===== config.mk =====
export PLATFORM = sky130hd
export DESIGN_NAME = iss_cell
export DESIGN_NICKNAME = d
export VERILOG_FILES = /design/src/sv/iss_pkg.sv /design/src/sv/iss_cell.sv
export SDC_FILE = /design/constraint.sdc
export NUM_CORES = 1
export LEC_CHECK = 0
export BUFFER_PORTS_ARGS = -buffer_cell sky130_fd_sc_hd__buf_2
export CELL_PAD_IN_SITES_DETAIL_PLACEMENT = 1
export CELL_PAD_IN_SITES_GLOBAL_PLACEMENT = 1
export CORE_MARGIN = 3
export CORE_UTILIZATION = 32
export CTS_CLUSTER_SIZE = 25
export DETAILED_ROUTE_END_ITERATION = 6
export PLACE_DENSITY_LB_ADDON = 0.1
export SLEW_MARGIN = 25
export SYNTH_ARGS = -nofsm -noshare
export SYNTH_HDL_FRONTEND = slang
export SYNTH_SLANG_ARGS = --single-unit

===== constraint.sdc =====
create_clock -name clk -period 4.9 [get_ports clk]
set_input_delay 0.245 -clock clk [delete_from_list [all_inputs] [get_ports clk]]
set_output_delay 0.245 -clock clk [all_outputs]
set_load 0.005 [all_outputs]

===== src/sv/iss_pkg.sv =====
// iss_pkg: shared constants and types for the insertion sorter.
// Used by iss_cell, insertion_sort_top and the testbench; no dependencies.
`timescale 1ns / 1ps

package iss_pkg;

  localparam int MAX_ITEMS = 64;
  localparam int DATA_W    = 32;

  // Per-cycle command broadcast to every cell
  typedef struct packed {
    logic ins;    // insert the broadcast value
    logic shift;  // drain: move every entry one cell toward cell 0
  } cell_ctl_t;

  // Contents of one cell as seen by its neighbors
  typedef struct packed {
    logic                     vld;
    logic signed [DATA_W-1:0] val;
  } cell_data_t;

endpackage


===== src/sv/iss_cell.sv =====
// iss_cell: one slot of the sorted chain; holds one entry and a valid bit.
// Depends on iss_pkg.
`timescale 1ns / 1ps

module iss_cell
  import iss_pkg::*;
(
  input  logic                     clk,
  input  logic                     rst_n,
  input  cell_ctl_t                ctl,
  input  logic signed [DATA_W-1:0] ins_val,
  input  cell_data_t               prev_data,  // cell toward the low end
  input  logic                     prev_gt,
  input  cell_data_t               next_data,  // cell toward the high end
  output cell_data_t               data,
  output logic                     gt
);

  logic                     vld_r, vld_nxt;
  logic signed [DATA_W-1:0] val_r, val_nxt;

  // An empty cell counts as +infinity, so new values settle before it.
  assign gt = !vld_r || (val_r > ins_val);

  always_comb begin
    vld_nxt = vld_r;
    val_nxt = val_r;
    if (ctl.shift) begin
      vld_nxt = next_data.vld;
      val_nxt = next_data.val;
    end else if (ctl.ins && gt) begin
      if (!prev_gt) begin
        vld_nxt = 1'b1;
        val_nxt = ins_val;
      end else begin
        vld_nxt = prev_data.vld;
        val_nxt = prev_data.val;
      end
    end
  end

  always_ff @(posedge clk) begin
    if (!rst_n) begin
      vld_r <= 1'b0;
    end else begin
      vld_r <= vld_nxt;
    end
  end

  always_ff @(posedge clk) begin
    val_r <= val_nxt;
  end

  assign data.vld = vld_r;
  assign data.val = val_r;

endmodule


==> key figures, run 1 <==
Layout
  • Area of the multi-input gates: 1360 um^2
  • Register area: 981 um^2
  • P&R area growth vs syn: 34.5%
  • Share of post-route cells with drive strength above 1: 0.366
  • N_diodes: 0
  • Final net count: 534
  • Fillers: 960
  • Final instance area: 3390 um^2

Clock tree
  • # clock sinks: 33
  • Clk Latency, worst-skew pair: 0.28 ns
  • H-Tree Depth: 2
  • Clk slew on worst S/H paths: 0.07 ns
  • CTS resizes: 0
  • CTS Buffer Depth: 2
  • TritonCTS clock tree: yes
  • Root buffer cell: clkbuf_8
  • Post-CTS Hold Fix Bufs: 0
  • Number of buffers created by CTS: 5
  • Setup Buffers After CTS: 0

Yosys
  • Async SR Flop Fraction: 0
  • Synth area leader: edfxtp_1
  • Yosys top cell area share: 0.382
  • XOR/XNOR Fraction of Synth Area: 0
  • Synthesized instance count: roughly 270
  • Yosys cell types: 30
  • Commonest cells in the netlist: nand2_1, inv_1, o21ai_0
  • Top FF cell, synth: edfxtp_1
  • Yosys warning count: 0
  • Most common cell in the netlist: nand2_1
  • Post-Synthesis Cell Area: around 2500 um^2
  • Synth Area in Adders: 0.159
  • Post-synthesis mux area share: 0.127
  • Register area share after synthesis: 0.390
  • Largest cells by area after synthesis: edfxtp_1, ha_1, mux2i_1
  • Syn avg cell area: 9.43 um^2
  • Largest family of logic cells by synthesized area: adder cells
  • Post-synth EDFFs: 32
  • Yosys reg bits: 33
  • Post-Syn Nets: 402
  • Simple-gate share of the synthesized area: 0.0999
  • Synth Area in Compound Gates: 0.148

Floorplan
  • Starting Density: 0.338
  • Ports: roughly 140
  • Cell row count: 31
  • Die X: 94.7 um
  • Full die area: 8970 um^2
  • Total core area: approximately 7400 um^2
  • Die Span Y: 94.7 um

STA
  • Worst rel slew slack: 0.347
  • RSZ-0062 raised after global routing: no
  • Setup Viol. Count Final: 0
  • Slew @ Worst Pin: slightly below 1 ns
  • Max Clk Rate: 0.361 GHz
  • Setup TNS: 0 ns
  • Hold slack: 0.198 ns
  • Worst Clk Skew: 0.00798 ns
  • Final Max Slew Viols: 0
  • Tmin final: 2.77 ns
  • Hold Violations, Final: 0
  • Tcrit/Tclk final: 0.566

Worst setup path
  • CP Launch Type: register
  • Setup crit end kind: register
  • Arr. time, crit path: 2.77 ns
  • Worst Setup SP: val_r[14]
  • Worst reg2reg path depth: 7
  • Critical path class: register to register
  • Reg2reg start: val_r[14]
  • Worst Setup EP: val_r[30]
  • RR Endpoint: val_r[30]
  • WP data required: 4.90 ns
  • R2R setup slack: 2.13 ns
  • CP Max Fanout: 18

Detailed routing
  • Initial DRC count: 41
  • Avg WL per Cell: 14.3 um
  • First-pass DRT Iterations: 4
  • DR vias: 2379
  • Residual DRC: 0
  • Via/cell ratio: 4.78
  • Final WL: 7.12 mm
  • Antenna-violating nets left: 0

Run
  • Max-Cap Viols: 0

Placement
  • Final GP Congestion: 0.716
  • IO Port Bufs: ~140
  • Placement Cell Area: 3280 um^2
  • Detailed-placement wirelength estimate: a little under 6 mm

Hold path
  • Worst min path class: input pin to register

Power and ir drop
  • Maximum vdd drop: 0.0863 mV
  • PD cells: 243 nW/um^2
  • Leakage: about 1.8 nW

GRT
  • GRT Total Usage: 0.157
  • Vias in the first global route: roughly 2400
  • Total gr overflow: 0
  • Largest net degree at the start of global routing: 69
  • Initial antenna violation count: 0
  • First-pass GRT wire length: 11.1 mm

Status
  • Outcome: completed
metrics by stage:
stage | instances | utilization | setup slack (ns) | total power, mW
after floorplan | 267 | - | 0.676 | 0.517
after global placement | 490 | 0.441 | 2.07 | 0.634
after detailed placement | 490 | 0.441 | 1.94 | 0.643
after CTS | 497 | 0.451 | 1.90 | 0.838
after global routing | 498 | 0.455 | 1.83 | 0.884
final | 498 | 0.455 | 2.13 | 0.824
area by class of cell:
type / instances / area share
Multi-Input combinational cell: 185 / 0.400
Sequential cell: 33 / 0.290
Timing Repair Buffer: 137 / 0.210
Inverter: 37 / 0.0410
Tap cell: 99 / 0.0366
Clock buffer: 6 / 0.0214
Clock inverter: 1 / 0.00111
cell usage in the layout, fill, tap and decap left out, drive strengths merged:
cell	netlist	layout
buf	4	137
nand2	40	40
o21ai	38	38
inv	37	37
mux2i	32	32
ha	32	32
edfxtp	32	32
a21oi	14	14
clkbuf	8	6
nand4	5	5
nand3	4	4
and4	3	3
a21o	2	2
nor2	2	2
nor3	2	2
o21a	1	1
o221a	1	1
a221oi	1	1
o32ai	1	1
a221o	1	1
nor2b	1	1
o211ai	1	1
a2111oi	1	1
o31a	1	1
a211oi	1	1
o311a	1	1
clkinv	0	1
dfxtp	1	1
power by group:
group | total [mW] | switching, mW | leakage (nW) | internal (mW)
registers | 0.375 | 0.0186 | 0.341 | 0.356
clock network | 0.189 | 0.0938 | 0.0387 | 0.0957
logic | 0.260 | 0.135 | 1.41 | 0.126
total | 0.824 | 0.247 | 1.79 | 0.577
metal layers:
layer / part of all wire / GRT usage
met5: 0 / 0
met2: 0.49 / 0.271
met3: 0.085 / 0.0414
met4: 0.015 / 0.0589
met1: 0.41 / 0.186
worst min path at each step:
stage,startpoint,endpoint,slack (ns),cells after the start
floorplan,rst_n,vld_r,0.38,1
global placement,rst_n,vld_r,0.50,2
detailed placement,rst_n,vld_r,0.50,2
CTS,rst_n,vld_r,0.19,2
global route,rst_n,vld_r,0.20,2
finish,rst_n,vld_r,0.20,2
critical path, cell delays in order (launching register included):
cell       delay (ns)
edfxtp_1         0.40
ha_1             0.34
nand4_1          0.21
a2111oi_0        0.47
o31a_1           0.20
a211oi_2         0.07
o21ai_4          0.56
buf_16           0.23
kinds of logic (layout without fill, tap and decap cells):
group,count (synthesis),in the layout
buffers and inverters,49,181
and+or+nand+nor,57,57
muxes,32,32
AOI/OAI and AO/OA,64,64
DFF,33,33
adders and majority gates,32,32
flip-flops by register name, indices dropped and copies added, names as in the netlist:
name	count
vld_r	1
val_r	32
(Power assumes the default switching activity.)
==> run 2, diff against run 1 <==
--- a/config.mk
+++ b/config.mk
@@ -9,7 +9,7 @@
 export CELL_PAD_IN_SITES_DETAIL_PLACEMENT = 1
 export CELL_PAD_IN_SITES_GLOBAL_PLACEMENT = 1
 export CORE_MARGIN = 3
-export CORE_UTILIZATION = 32
+export CORE_UTILIZATION = 29
 export CTS_CLUSTER_SIZE = 25
 export DETAILED_ROUTE_END_ITERATION = 6
 export PLACE_DENSITY_LB_ADDON = 0.1
==> constraint.sdc (replaced) <==
create_clock -name clk -period 2.5 [get_ports clk]
set_input_delay 0.125 -clock clk [delete_from_list [all_inputs] [get_ports clk]]
set_output_delay 0.125 -clock clk [all_outputs]
set_load 0.005 [all_outputs]
==> run 2 against run 1 <==
Highest routed layer unchanged. Routed wire length increased by 10%. Via count grew 1.6%. Critical path depth rose by 3. Fmax increased by 10%. Cell area rose by 5.8%. The run now ends with negative setup slack left. Clock power increased by 100%. Flip-flop and latch count unchanged. Hold slack lost 0.12 ns. Worst setup slack worse by 2.1 ns. Largest cell class unchanged. Utilization decreased by 2.5 points. Clock skew about the same.
==> key figures, run 2 (synthesis results as in run 1) <==
Status
  • Outcome: complete, but fails checks
  • Violated checks: negative setup slack

STA
  • Hold Violations, Final: 0 (unchanged)
  • Max Clk Rate: 0.397 GHz (+10%)
  • Worst rel slew slack: 0.616 (+0.269)
  • Tcrit/Tclk final: 1.01 (+0.441)
  • RSZ-0062 raised after global routing: yes
  • Setup TNS: -0.345 ns (-0.345 ns)
  • Tmin final: 2.52 ns (-0.256 ns)
  • Setup Viol. Count Final: 28 (+28)
  • Final Max Slew Viols: 0 (unchanged)
  • Slew @ Worst Pin: 0.576 ns (-0.404 ns)
  • Worst Clk Skew: 0.00761 ns (-0.000369 ns)
  • Worst setup margin: -0.0159 ns (-2.14 ns)

Clock tree
  • Post-CTS Hold Fix Bufs: 0 (unchanged)
  • CTS Buffer Depth: 2 (unchanged)
  • Root buffer cell: clkbuf_8
  • Clk Latency, worst-skew pair: 0.28 ns (about the same)
  • Clk slew on worst S/H paths: 0.07 ns (about the same)
  • Number of buffers created by CTS: 5 (unchanged)
  • # clock sinks: 33 (unchanged)
  • H-Tree Depth: 2 (unchanged)
  • TritonCTS clock tree: yes

Detailed routing
  • Antenna-violating nets left: 0 (unchanged)
  • First-pass DRT Iterations: 4 (unchanged)
  • DR vias: 2418 (+1.6%)
  • Avg WL per Cell: 15.3 um (+6.9%)
  • Final WL: 7.85 mm (+10%)
  • Initial DRC count: 43 (+4.9%)
  • Residual DRC: 0 (unchanged)
  • Via/cell ratio: 4.70 (-1.5%)

Worst setup path
  • CP Max Fanout: 14 (-4)
  • WP data required: 2.54 ns (-2.36 ns)
  • Setup crit end kind: register
  • Arr. time, crit path: 2.56 ns (-0.21 ns)
  • Critical path class: register to register
  • CP Launch Type: register

Power and ir drop
  • Maximum vdd drop: 0.212 mV (+150%)
  • Total power: 1.71 mW (+110%)
  • PD cells: 479 nW/um^2 (+97%)
  • Leakage: 1.85 nW (+3.5%)

Run
  • Max-Cap Viols: 0 (unchanged)

Layout
  • Max reg flops: 32 (unchanged)
  • P&R area growth vs syn: 42.3%
  • Most flops, register: val_r
  • Top Registers: val_r: 32 flops, vld_r: 1 flops
  • Share of post-route cells with drive strength above 1: 0.399 (+0.0326)
  • N_diodes: 0 (unchanged)
  • Most frequent cells in the layout: buf_2, nand2_1, inv_1
  • Final core occ: 0.429 (-0.0253)
  • Final net count: 543 (+1.7%)
  • Most common cell after layout, fill and taps aside: buf_2

Placement
  • Final GP Congestion: 0.746 (+4.1%)
  • Detailed-placement wirelength estimate: 6.45 mm (+11%)
  • IO Port Bufs: 136 (unchanged)

Floorplan
  • Total core area: 8340 um^2 (+12%)
  • Die X: 99.2 um (+4.7%)
  • Die Span Y: 99.2 um (+4.7%)
  • Full die area: 9830 um^2 (+9.7%)
  • Starting Density: 0.302 (-0.0362)
  • Ports: 137 (unchanged)
  • Cell row count: 33 (+6.5%)

GRT
  • Initial antenna violation count: 0 (unchanged)
  • Vias in the first global route: 2568 (+5.3%)
  • First-pass GRT wire length: 12.4 mm (+11%)
  • Total gr overflow: 0 (unchanged)
  • GRT Total Usage: 0.156 (-0.00115)
  • Largest net degree at the start of global routing: 36 (-48%)

Hold path
  • Worst min path class: input pin to register
-- run 2: cell count changes in the layout (fill, tap and decap cells not counted), sizes merged --
cell / change
buf: +8
clkinv: -1
clkbuf: +3
-- run 2: cell type report --
cell class	count	area [um^2]
Clock buffer	8	80.1
Fill cell	1039	4760
Inverter	37	139
Multi-Input combinational cell	185	1440
Sequential cell	33	981
Tap cell	105	131
Timing Repair Buffer	146	810
-- run 2: critical path, cell delays in order, from the launching register on --
cell and delay [ns]:
edfxtp_1 0.43, ha_4 0.27, buf_6 0.11, a21oi_2 0.12
nand2_1 0.06, a221o_1 0.34, o31a_1 0.28, a211oi_4 0.24
buf_6 0.15, o21ai_4 0.09, buf_12 0.18
-- run 2: final timing paths --
| kind | slack [ns] | cells after the start | start | endpoint |
|---|---|---|---|---|
| max | -0.02 | 10 | val_r[14] | val_r[12] |
| min reg2reg | 0.66 | 3 | vld_r | vld_r |
| min | 0.08 | 2 | rst_n | vld_r |
| max reg2reg | -0.02 | 10 | val_r[14] | val_r[12] |
-- run 2: timing repair --
item	CTS	global route
buffers inserted	1	2
cloned	0	2
gates resized for setup	8	7
pin swaps	5	6
endpoints found under the setup margin	33	33
-- run 2: layer usage --
| metal | global-route usage | routed length (um) | vias up |
|---|---|---|---|
| li1 | - | - | 1237 |
| met1 | 0.195 | 3470 | 1094 |
| met2 | 0.268 | 3730 | 80 |
| met3 | 0.0442 | 559 | 7 |
| met4 | 0.0336 | 88 | 0 |
| met5 | 0 | 0 | - |
-- run 2: power breakdown --
part / switching, mW / total [mW] / internal [mW]
clock: 0.188 / 0.386 / 0.198
combinational: 0.297 / 0.590 / 0.293
sequential: 0.0410 / 0.739 / 0.698
total: 0.526 / 1.71 / 1.19
-- run 2: through the flow --
| step | area [um^2] | setup WS, ns | cells | hold slack [ns] |
|---|---|---|---|---|
| 6_report | 3580 | -0.0159 | 514 | 0.0758 |
| 3_5_place_dp | 3350 | 0.0120 | 501 | 0.374 |
| 2_1_floorplan | 2530 | 0.0448 | 267 | 0.256 |
| 3_3_place_gp | 3350 | 0.0993 | 501 | 0.377 |
| 4_1_cts | 3500 | -0.0151 | 510 | 0.0657 |
| 5_1_grt | 3580 | -0.113 | 514 | 0.0690 |
